[src/rtl/rtcp_pkg.sv]
// Shared types and constants for the RTCP compound packet parser.
package rtcp_pkg;

  localparam logic [15:0] MAX_PACKET_BYTES = 16'hFFFF;
  localparam logic [7:0]  PT_SDES  = 8'd202;
  localparam logic [7:0]  PT_GENERIC_FB = 8'd205;
  localparam logic [7:0]  PT_PSFB  = 8'd206;
  localparam logic [4:0]  FMT_MASK = 5'h1F;
  localparam logic [4:0]  FMT_ONE  = 5'd1;
  localparam logic [4:0]  NACK_LAST_OFF = 5'd15;
  localparam logic [4:0]  PLI_LAST_OFF  = 5'd11;
  localparam int          QUEUE_DEPTH = 2;

  typedef enum logic [1:0] {
    EV_NACK  = 2'd0,
    EV_PLI   = 2'd1,
    EV_CNAME = 2'd2,
    EV_TRUNC = 2'd3
  } event_kind_t;

  typedef struct packed {
    logic [7:0]  data_byte;
    logic        packet_start;
    logic [15:0] packet_bytes;
  } byte_req_t;

  typedef struct packed {
    event_kind_t kind;
    logic [31:0] source_id;
    logic [15:0] first_lost_seq;
    logic [15:0] lost_bitmask;
    logic [7:0]  name_byte;
    logic        name_first;
    logic        name_last;
    logic [7:0]  packet_type;
  } event_t;

endpackage

[src/rtl/rtcp_queue.sv]
// Two-entry request queue between the byte front end and the parser.
module rtcp_queue (
  input  logic               clk,
  input  logic               rst_n,
  input  logic               wr_valid,
  output logic               wr_ready,
  input  rtcp_pkg::byte_req_t wr_data,
  output logic               rd_valid,
  input  logic               rd_ready,
  output rtcp_pkg::byte_req_t rd_data
);
  import rtcp_pkg::*;

  byte_req_t mem_r [QUEUE_DEPTH];
  logic      wr_ptr_r, rd_ptr_r;
  logic [1:0] count_r;
  logic      push, pop;

  assign wr_ready = (count_r != 2'(QUEUE_DEPTH));
  assign rd_valid = (count_r != 2'd0);
  assign rd_data  = mem_r[rd_ptr_r];
  assign push = wr_valid && wr_ready;
  assign pop  = rd_valid && rd_ready;

  always_ff @(posedge clk) begin
    if (!rst_n) begin
      wr_ptr_r <= 1'b0;
      rd_ptr_r <= 1'b0;
      count_r  <= 2'd0;
    end else begin
      if (push) wr_ptr_r <= ~wr_ptr_r;
      if (pop)  rd_ptr_r <= ~rd_ptr_r;
      count_r <= count_r + {1'b0, push} - {1'b0, pop};
    end
    if (push) mem_r[wr_ptr_r] <= wr_data;
  end

endmodule

[src/rtl/rtcp_parse.sv]
// Back end: walks sub-packet headers and produces one event per byte at most.
module rtcp_parse (
  input  logic                clk,
  input  logic                rst_n,
  input  logic                req_valid,
  output logic                req_ready,
  input  rtcp_pkg::byte_req_t req,
  output logic                ev_valid,
  input  logic                ev_ready,
  output rtcp_pkg::event_t    ev
);
  import rtcp_pkg::*;

  typedef enum logic [1:0] {PH_TYPE, PH_LEN, PH_VALUE, PH_STOP} phase_t;

  logic [15:0] pkt_left_r, pkt_left_nxt;
  logic [17:0] sub_left_r, sub_left_nxt;
  logic [17:0] sub_off_r, sub_off_nxt;
  logic [31:0] header_r, header_nxt;
  logic [31:0] chunk_ssrc_r, chunk_ssrc_nxt;
  logic [31:0] media_ssrc_r, media_ssrc_nxt;
  logic [31:0] nack_r, nack_nxt;
  phase_t      phase_r, phase_nxt;
  logic        is_cname_r, is_cname_nxt;
  logic [7:0]  item_left_r, item_left_nxt;
  logic        at_first_r, at_first_nxt;
  logic        halted_r, halted_nxt;
  logic        ev_valid_r;
  event_t      ev_r, ev_nxt;
  logic        emit;
  logic        step;

  logic [15:0] pkt_left_v;
  logic [17:0] sub_len;
  logic [18:0] avail;
  logic [7:0]  b, pt;
  logic [4:0]  fmt;
  logic [17:0] sub_left_dec;

  assign req_ready = !ev_valid_r || ev_ready;
  assign step = req_valid && req_ready;
  assign ev_valid = ev_valid_r;
  assign ev = ev_r;
  assign b  = req.data_byte;
  assign pt = header_r[23:16];
  assign fmt = header_r[28:24] & FMT_MASK;

  always_comb begin
    pkt_left_nxt = pkt_left_r;
    sub_left_nxt = sub_left_r;
    sub_off_nxt = sub_off_r;
    header_nxt = header_r;
    chunk_ssrc_nxt = chunk_ssrc_r;
    media_ssrc_nxt = media_ssrc_r;
    nack_nxt = nack_r;
    phase_nxt = phase_r;
    is_cname_nxt = is_cname_r;
    item_left_nxt = item_left_r;
    at_first_nxt = at_first_r;
    halted_nxt = halted_r;
    emit = 1'b0;
    ev_nxt = '0;
    sub_len = '0;
    avail = '0;
    sub_left_dec = '0;
    pkt_left_v = pkt_left_r;
    if (req.packet_start) begin
      pkt_left_v = (req.packet_bytes > MAX_PACKET_BYTES) ? MAX_PACKET_BYTES
                                                          : req.packet_bytes;
      pkt_left_nxt = pkt_left_v;
      sub_off_nxt = '0;
      sub_left_nxt = '0;
      header_nxt = '0;
      halted_nxt = (pkt_left_v == 16'd0);
    end
    if (!halted_nxt && pkt_left_v != 16'd0) begin
      if (sub_off_nxt == 18'd0 && pkt_left_v < 16'd4) begin
        halted_nxt = 1'b1;
      end else begin
        if (sub_off_nxt < 18'd4) begin
          header_nxt = {header_nxt[23:0], b};
          if (sub_off_nxt < 18'd3) begin
            sub_off_nxt = sub_off_nxt + 18'd1;
          end else begin
            sub_len = {header_nxt[15:0], 2'b00} + 18'd4;
            avail = {3'b0, pkt_left_v} + 19'd3;
            if (header_nxt[15:0] == 16'hFFFF || {1'b0, sub_len} > avail) begin
              emit = 1'b1;
              ev_nxt.kind = EV_TRUNC;
              ev_nxt.packet_type = header_nxt[23:16];
              halted_nxt = 1'b1;
            end else begin
              sub_left_nxt = sub_len - 18'd4;
              phase_nxt = PH_TYPE;
              item_left_nxt = '0;
              at_first_nxt = 1'b0;
              sub_off_nxt = (sub_left_nxt == 18'd0) ? 18'd0 : 18'd4;
            end
          end
        end else begin
          if (pt == PT_SDES) begin
            if (sub_off_r < 18'd8) begin
              chunk_ssrc_nxt = {chunk_ssrc_r[23:0], b};
            end else begin
              case (phase_r)
                PH_TYPE: begin
                  if (sub_left_r < 18'd2 || b == 8'd0) begin
                    phase_nxt = PH_STOP;
                  end else begin
                    is_cname_nxt = (b == 8'd1);
                    phase_nxt = PH_LEN;
                  end
                end
                PH_LEN: begin
                  if ({10'd0, b} + 18'd1 > sub_left_r) phase_nxt = PH_STOP;
                  else if (b == 8'd0) phase_nxt = PH_TYPE;
                  else begin
                    item_left_nxt = b;
                    at_first_nxt = 1'b1;
                    phase_nxt = PH_VALUE;
                  end
                end
                PH_VALUE: begin
                  if (is_cname_r) begin
                    emit = 1'b1;
                    ev_nxt.kind = EV_CNAME;
                    ev_nxt.source_id = chunk_ssrc_r;
                    ev_nxt.name_byte = b;
                    ev_nxt.name_first = at_first_r;
                    ev_nxt.name_last = (item_left_r == 8'd1);
                    ev_nxt.packet_type = PT_SDES;
                  end
                  at_first_nxt = 1'b0;
                  if (item_left_r <= 8'd1) begin
                    item_left_nxt = '0;
                    phase_nxt = PH_TYPE;
                  end else begin
                    item_left_nxt = item_left_r - 8'd1;
                  end
                end
                default: ;
              endcase
            end
          end else if ((pt == PT_GENERIC_FB || pt == PT_PSFB) && fmt == FMT_ONE) begin
            if (sub_off_r >= 18'd8 && sub_off_r < 18'd12)
              media_ssrc_nxt = {media_ssrc_r[23:0], b};
            else if (sub_off_r >= 18'd12 && sub_off_r < 18'd16)
              nack_nxt = {nack_r[23:0], b};
            if (pt == PT_PSFB && sub_off_r == {13'd0, PLI_LAST_OFF}) begin
              emit = 1'b1;
              ev_nxt.kind = EV_PLI;
              ev_nxt.source_id = media_ssrc_nxt;
              ev_nxt.packet_type = pt;
            end else if (pt == PT_GENERIC_FB && sub_off_r == {13'd0, NACK_LAST_OFF}) begin
              emit = 1'b1;
              ev_nxt.kind = EV_NACK;
              ev_nxt.source_id = media_ssrc_r;
              ev_nxt.first_lost_seq = nack_nxt[31:16];
              ev_nxt.lost_bitmask = nack_nxt[15:0];
              ev_nxt.packet_type = pt;
            end
          end
          sub_left_dec = (sub_left_r != 18'd0) ? sub_left_r - 18'd1 : 18'd0;
          sub_left_nxt = sub_left_dec;
          sub_off_nxt = (sub_left_dec == 18'd0) ? 18'd0 : sub_off_r + 18'd1;
        end
        if (!emit || ev_nxt.kind != EV_TRUNC) begin
          pkt_left_nxt = pkt_left_v - 16'd1;
          if (pkt_left_v == 16'd1) halted_nxt = 1'b1;
        end
      end
    end
  end

  always_ff @(posedge clk) begin
    if (!rst_n) begin
      pkt_left_r <= '0;
      sub_left_r <= '0;
      sub_off_r <= '0;
      header_r <= '0;
      chunk_ssrc_r <= '0;
      media_ssrc_r <= '0;
      nack_r <= '0;
      phase_r <= PH_TYPE;
      is_cname_r <= 1'b0;
      item_left_r <= '0;
      at_first_r <= 1'b0;
      halted_r <= 1'b1;
      ev_valid_r <= 1'b0;
    end else begin
      ev_valid_r <= step ? emit : (ev_valid_r && !ev_ready);
      if (step) begin
        pkt_left_r <= pkt_left_nxt;
        sub_left_r <= sub_left_nxt;
        sub_off_r <= sub_off_nxt;
        header_r <= header_nxt;
        chunk_ssrc_r <= chunk_ssrc_nxt;
        media_ssrc_r <= media_ssrc_nxt;
        nack_r <= nack_nxt;
        phase_r <= phase_nxt;
        is_cname_r <= is_cname_nxt;
        item_left_r <= item_left_nxt;
        at_first_r <= at_first_nxt;
        halted_r <= halted_nxt;
      end
    end
    if (step && emit) ev_r <= ev_nxt;
  end

endmodule

[src/rtl/rtcp_compound_feedback_parser.sv]
// Top level of the RTCP compound packet parser.
// Bytes of a compound RTCP packet enter on the in_ channel, one request per
// byte; in_packet_start flags the first byte and in_packet_bytes gives the
// total length on that byte. Events leave on the out_ channel: NACK, PLI,
// CNAME byte or truncated sub-packet, at most one per byte.
// A two-entry queue holds bytes ahead of the parser, so the block takes one
// byte per cycle while the receiver keeps up. On its way to out_, a byte is
// first written into the queue, and the parser then registers its event in
// the output register when it takes the byte from the queue. The parser
// takes one byte per cycle while its output is not stalled.
// When the receiver stalls, the output register holds the event, the parser
// holds, and the queue fills; in_ready drops once both entries are taken.
// Reset empties the queue, drops any pending event and leaves the parser idle
// until the next flagged first byte.
module rtcp_compound_feedback_parser (
  input  logic        clk,
  input  logic        rst_n,
  input  logic        in_valid,
  output logic        in_ready,
  input  logic [7:0]  in_data_byte,
  input  logic        in_packet_start,
  input  logic [15:0] in_packet_bytes,
  output logic        out_valid,
  input  logic        out_ready,
  output logic [1:0]  out_event_kind,
  output logic [31:0] out_source_id,
  output logic [15:0] out_first_lost_seq,
  output logic [15:0] out_lost_bitmask,
  output logic [7:0]  out_name_byte,
  output logic        out_name_first,
  output logic        out_name_last,
  output logic [7:0]  out_packet_type
);
  import rtcp_pkg::*;

  byte_req_t in_req, q_req;
  logic      q_valid, q_ready;
  event_t    ev;

  assign in_req.data_byte    = in_data_byte;
  assign in_req.packet_start = in_packet_start;
  assign in_req.packet_bytes = in_packet_bytes;

  rtcp_queue u_queue (
    .clk(clk), .rst_n(rst_n),
    .wr_valid(in_valid), .wr_ready(in_ready), .wr_data(in_req),
    .rd_valid(q_valid), .rd_ready(q_ready), .rd_data(q_req)
  );

  rtcp_parse u_parse (
    .clk(clk), .rst_n(rst_n),
    .req_valid(q_valid), .req_ready(q_ready), .req(q_req),
    .ev_valid(out_valid), .ev_ready(out_ready), .ev(ev)
  );

  assign out_event_kind     = ev.kind;
  assign out_source_id      = ev.source_id;
  assign out_first_lost_seq = ev.first_lost_seq;
  assign out_lost_bitmask   = ev.lost_bitmask;
  assign out_name_byte      = ev.name_byte;
  assign out_name_first     = ev.name_first;
  assign out_name_last      = ev.name_last;
  assign out_packet_type    = ev.packet_type;

endmodule
[config.mk]
export PLATFORM = sky130hd
export DESIGN_NAME = rtcp_compound_feedback_parser
export DESIGN_NICKNAME = d
export VERILOG_FILES = /design/src/rtl/rtcp_pkg.sv /design/src/rtl/rtcp_queue.sv /design/src/rtl/rtcp_parse.sv /design/src/rtl/rtcp_compound_feedback_parser.sv
export SDC_FILE = /design/constraint.sdc
export NUM_CORES = 1
export LEC_CHECK = 0
export BUFFER_PORTS_ARGS = -buffer_cell sky130_fd_sc_hd__buf_2
export CORE_MARGIN = 2
export CORE_UTILIZATION = 60
export DETAILED_ROUTE_END_ITERATION = 8
export PLACE_DENSITY = 0.76
export SLEW_MARGIN = 30
export SYNTH_ARGS = -nofsm -noshare
export SYNTH_HDL_FRONTEND = slang
export SYNTH_SLANG_ARGS = --single-unit
export TNS_END_PERCENT = 10
[constraint.sdc]
create_clock -name clk -period 13 [get_ports clk]
set_input_delay 0 -clock clk [delete_from_list [all_inputs] [get_ports clk]]
set_output_delay 0 -clock clk [all_outputs]
set_load 0.03 [all_outputs]
# --- Word-level counts from Yosys, hierarchy flattened ---
# Memory sizes are Yosys's and may differ from the RTL's. A register that Yosys moved wholly into a read port is not among the register bits.
# Cells that the tools add are included.
classes:
  addsub: 11
  n_lt_le_gt_ge: 13
  n_eq_ne: 20
  n_mux: 109
  bitwise_logic: 12
  reduce_logical: 41
ops:
  columns: ["cell", "count"]
  rows:
  - ["32-bit 2-to-1 mux", 13]
  - ["18-bit 2-to-1 mux", 14]
  - ["34-bit 2-to-1 mux", 5]
  - ["8-bit 2-to-1 mux", 18]
  - ["16-bit 2-to-1 mux", 5]
  - ["66-bit 2-to-1 mux", 1]
  - ["64-bit 2-to-1 mux", 1]
  - ["18-bit logical NOT", 3]
  - ["18-bit by 1-bit adder with 18-bit output (second input constant)", 2]
  - ["18-bit by 4-bit == test with 1-bit output (second input constant)", 2]
  - ["18-bit by 4-bit greater-or-equal comparator with 1-bit output (second input constant)", 2]
  - ["18-bit by 2-bit less-than comparator with 1-bit output (second input constant)", 2]
  - ["18-bit by 4-bit less-than comparator with 1-bit output (second input constant)", 2]
  - ["1-bit 2-to-1 mux", 34]
  - ["2-bit 2-to-1 mux", 14]
  - ["8-bit == test (second input constant)", 3]
  - ["18-bit by 19-bit > comparator with 1-bit output", 1]
  - ["18-bit by 3-bit adder with 18-bit output (second input constant)", 1]
  - ["18-bit > comparator", 1]
  - ["18-bit by 3-bit less-than comparator with 1-bit output (second input constant)", 1]
  - ["18-bit by 5-bit less-than comparator with 1-bit output (second input constant)", 1]
  - ["18-bit nonzero test", 1]
  - ["18-bit by 1-bit subtractor with 18-bit output (second input constant)", 1]
  - ["18-bit by 3-bit subtractor with 18-bit output (second input constant)", 1]
  - ["other kinds (41)", 77]
totals:
  regBits: 282
  mem_bits_rw: 50
  output_inout_bits: 86
  wordCells: 231
  memories: 1
mem_list:
  columns: ["memory", "words", "width", "rd", "rd_ports_with_merged_regs", "wr", "line", "rtl"]
  rows:
  - ["u_queue.mem_r", 2, 25, 1, 1, 1, "rtcp_queue.sv:14", "byte_req_t mem_r [QUEUE_DEPTH];"]

# --- Longest topological paths before layout ---
logic_depth:
  ltp_word: 21
  depth_mapped: 26
  mapped_depth_nobuf: 20

# --- By module ---
# From an unflattened synthesis, not the netlist that was laid out.
hier_totals:
  hier_cells: 1941
  hier_area_um2: 17245.3
modules_own_cells:
  columns: ["mod", "n_inst", "cells_each", "area_each_um2", "seq_area_each_um2"]
  rows:
  - ["rtcp_parse", 1, 1839, 15100.7, 6346.1]
  - ["rtcp_queue", 1, 102, 2144.6, 1601.5]

# --- Worst setup path after synthesis ---
# OpenSTA, ideal clock, no wires.
synth_path:
  kind: "flip-flop to flip-flop"
  from: "reg with a tool-made name"
  to: "reg u_parse.ev_r, in the netlist u_parse.ev[0], enable pin"
  setup_ns: 0.450
  arrival_time_ns: 6.392
  t_required_ns: 12.550
  path_slack_ns: 6.158
  stages_incl_launch_ff: 21
  cell_sequence: "dfxtp_1 > mux2i_4 > buf_2 > clkbuf_1 > a21oi_1 > and2_1 > clkbuf_1 > nor4_1 > nor2b_1 > nand2_1 > xnor2_1 > ha_1 > and3_1 > nand3_1 > nor3_1 > o21ai_1 > a311oi_1 > o21ai_1 > a221oi_2 > buf_2 > o21a_1"
synth_rtl:
  columns: ["element", "line", "rtl"]
  rows:
  - ["to (signal assigned)", "rtcp_parse.sv:207", "if (step && emit) ev_r <= ev_nxt;"]
  - ["to (decl)", "rtcp_parse.sv:29", "event_t ev_r, ev_nxt;"]

==> impl_metrics.json <==
{
  "outcome": "completed",
  "insertion_delay_ns": 0.53,
  "synth_cell_type_count": 92,
  "synthCells": 1892,
  "die_x_um": 171,
  "setup_viol": 0,
  "dr.pass1.iters": 6,
  "period_needed_ns": 6.47,
  "syn_avg_cell_area_um2": 8.85,
  "holdWs_ns": 0.212,
  "stdcell_area_mm2": 0.0189,
  "synth.most_common_cell": "nand2_1",
  "numCtsBuffers": 35,
  "grt_max_degree": 90,
  "post_cts_buffers": 0,
  "clk_path_buf_depth": 3,
  "ys_seq_elements": 330,
  "die_area_mm2": 0.0293,
  "slew_violations": 0,
  "fillers": 2206,
  "post-route-util_pct": 68.5,
  "num_rows": 61,
  "core_mm2": 0.0276,
  "synth_area_mm2": 0.0167,
  "post_cts_resized": 0,
  "clkTransAtPathRegs_ns": 0.06,
  "finalCritPeriodShare_pct": 49.8,
  "nets": 2042,
  "total_leakage_power_uw": 0.00687,
  "multi_input_area_mm2": 0.00819,
  "drtIter0Drc": 1734,
  "seq_area_mm2": 0.00795,
  "ys_seq_area_share_pct": 47.5,
  "power_per_cell_area_mw_per_mm2": 174,
  "cts_tree": "built",
  "tns_ns": 0,
  "relSlewSlack_pct": 33.1,
  "cts_hold_buffers": 28,
  "place.gp.congestion": 0.951,
  "antenna_found_initial": 1,
  "synth_top_area_cell": "edfxtp_1",
  "synth_edf_count": 134,
  "cp.required_ns": 13.15,
  "synthArstFlopShare_pct": 0,
  "synth_area_leaders": "edfxtp_1 (24%), dfxtp_1 (23%), nand2_1 (7.7%), a21oi_1 (5.0%), nor2_1 (4.2%)",
  "hold_class": "input port to register",
  "timing.final.ws_setup_ns": 6.53,
  "synthTopCellsByCount": "nand2_1 (345), dfxtp_1 (196), nor2_1 (188), a21oi_1 (166), edfxtp_1 (134)",
  "endpoint_kind": "register",
  "portBuffers": 114,
  "ioPinCount": 115,
  "arrival_ns": 6.62,
  "initial_utilization_pct": 60.6,
  "antenna_left": 0,
  "drcViolationCount": 0,
  "clock-root-buffer": "clkbuf_16",
  "fmax_ghz": 0.154,
  "num_vias": 14800,
  "grt_pass1_wl_um": 71900,
  "start_kind": "register",
  "routedWlPerCell_um": 19.2,
  "worst-r2r-cell-count": 18,
  "diodes": 0,
  "yosys_warnings": 0,
  "max_slew.worst_pin.slew_ns": 0.975,
  "dp_hpwl_um": 30100,
  "hold_depth": 2,
  "cp_max_fo": 70,
  "syn-num-nets": 1962,
  "routed_wl_um": 45800,
  "dieHeight_um": 171,
  "place_ws_ns": 6.67,
  "via_per_inst": 6.21,
  "hold_viol": 0,
  "grt-ovfl-total": 0,
  "cts_max_level": 2,
  "synth_flop_cell": "dfxtp_1",
  "finClkSkew_ns": 0.0215,
  "layout-drive-gt1-share_pct": 12.9,
  "cap_viol_max_count": 0,
  "worstSetupPathType": "register to register",
  "synth_top_area_share_pct": 24.0,
  "cts_sinks": 330,
  "dpl_cell_area_mm2": 0.0175,
  "gr-usage-all-layers_pct": 30.8,
  "syn_to_final_growth_pct": 12.9,
  "grt_pass1_vias": 13700,
  "rsz0062_at_grt": "false",
  "irDropWorstVdd_uv": 175
}
-- through the flow --
step | instances | power (µW)
2_1_floorplan | 1892 | 2030
3_3_place_gp | 2283 | 2280
3_5_place_dp | 2285 | 2300
4_1_cts | 2377 | 3260
5_1_grt | 2377 | 3440
6_report | 2377 | 3290
-- path summary, 6_finish.rpt --
check,start,to,slack [ns]
worst min-delay path,in_packet_start,u_queue.mem_r[0][16],0.21
worst max-delay path,u_queue.mem_r[0][16],u_parse.ev[4],6.53
worst min register to register,u_parse.nack_r[31],u_parse.nack_r[31],0.45
worst max register to register,u_queue.mem_r[0][16],u_parse.ev[4],6.53
-- cells by family after synthesis --
| family | count (synthesis) | synth area share [%] |
|---|---|---|
| and+or+nand+nor | 790 | 21.7 |
| xor gates and xnor gates | 65 | 3.49 |
| DFF | 330 | 47.5 |
| buffers and inverters | 165 | 4.08 |
| adders and majority gates | 41 | 3.06 |
| AOI/OAI and AO/OA | 472 | 18.3 |
| muxes | 29 | 1.90 |
-- cell usage in the layout (no fill, tap or decap), drive strengths merged, types with 14 or more instances in the layout --
cell type | Yosys | layout
a211oi | 54 | 54
a21oi | 166 | 166
a221oi | 17 | 17
a22oi | 31 | 31
a31oi | 14 | 14
and3 | 25 | 25
buf | 30 | 138
clkbuf | 93 | 46
clkinv | 2 | 15
dfxtp | 196 | 196
dlygate4sd3 | 0 | 28
edfxtp | 134 | 134
ha | 41 | 41
inv | 40 | 44
mux2i | 20 | 20
nand2 | 345 | 345
nand3 | 34 | 34
nand4 | 24 | 24
nor2 | 188 | 188
nor2b | 18 | 18
nor3 | 51 | 51
nor4 | 26 | 26
o21ai | 83 | 83
o22ai | 42 | 42
xnor2 | 32 | 32
xor2 | 32 | 32
-- final cells by class --
cell class              instances  share of cell area (%)
inverters                      42                   0.860
clock buffers                  46                    5.12
repair buffers                166                    5.47
well taps                     378                    2.50
flip-flops and latches        330                    42.0
clock inverters                18                   0.708
multi-input cells            1397                    43.3
-- report_power, final --
part	internal (µW)	leakage (µW)	switching, µW
clock network	550	0.000545	417
registers	1150	0.00303	74.1
logic	367	0.00330	733
-- critical path, stage by stage, from the launching register on --
cell and delay, ns:
edfxtp_1 0.86, mux2i_4 0.11, buf_4 0.34, a221oi_1 0.86, ha_1 0.38, inv_1 0.07, o2111ai_1 0.10, nor4_2 0.13
xor2_1 0.21, ha_1 0.34, and4_1 0.24, nand2_1 0.13, nor3_1 0.20, o21ai_1 0.10, a311oi_1 0.23, o21ai_1 0.20
a221oi_2 0.37, o21a_4 0.37, buf_4 0.73
-- metal layers --
layer / vias to the layer above / part of all wire [%] / global-route usage (%) / wire length (µm)
met5: - / 0.028 / 0 / 13
met4: 2 / 3.2 / 10.8 / 1470
met3: 109 / 6.9 / 5.62 / 3180
met2: 636 / 47 / 50.2 / 21600
met1: 7049 / 43 / 41.4 / 19500
li1: 6966 / - / - / -
-- flip-flops by register name, indices dropped and copies added (netlist names), named ones only --
register and flops:
u_queue.count_r 2, u_parse.at_first_r 1, u_parse.sub_left_r 18, u_queue.wr_ptr_r 1, u_parse.nack_r 32, u_parse.halted_r 1
u_parse.header_r 29, u_parse.chunk_ssrc_r 32, u_parse.pkt_left_r 16, u_parse.ev 84, u_parse.sub_off_r 18, u_parse.ev_valid 1
u_parse.item_left_r 8, u_queue.rd_ptr_r 1, u_parse.media_ssrc_r 32, u_parse.is_cname_r 1, u_parse.phase_r 2, u_queue.mem_r 50
Power figures use the tool's default switching activity.
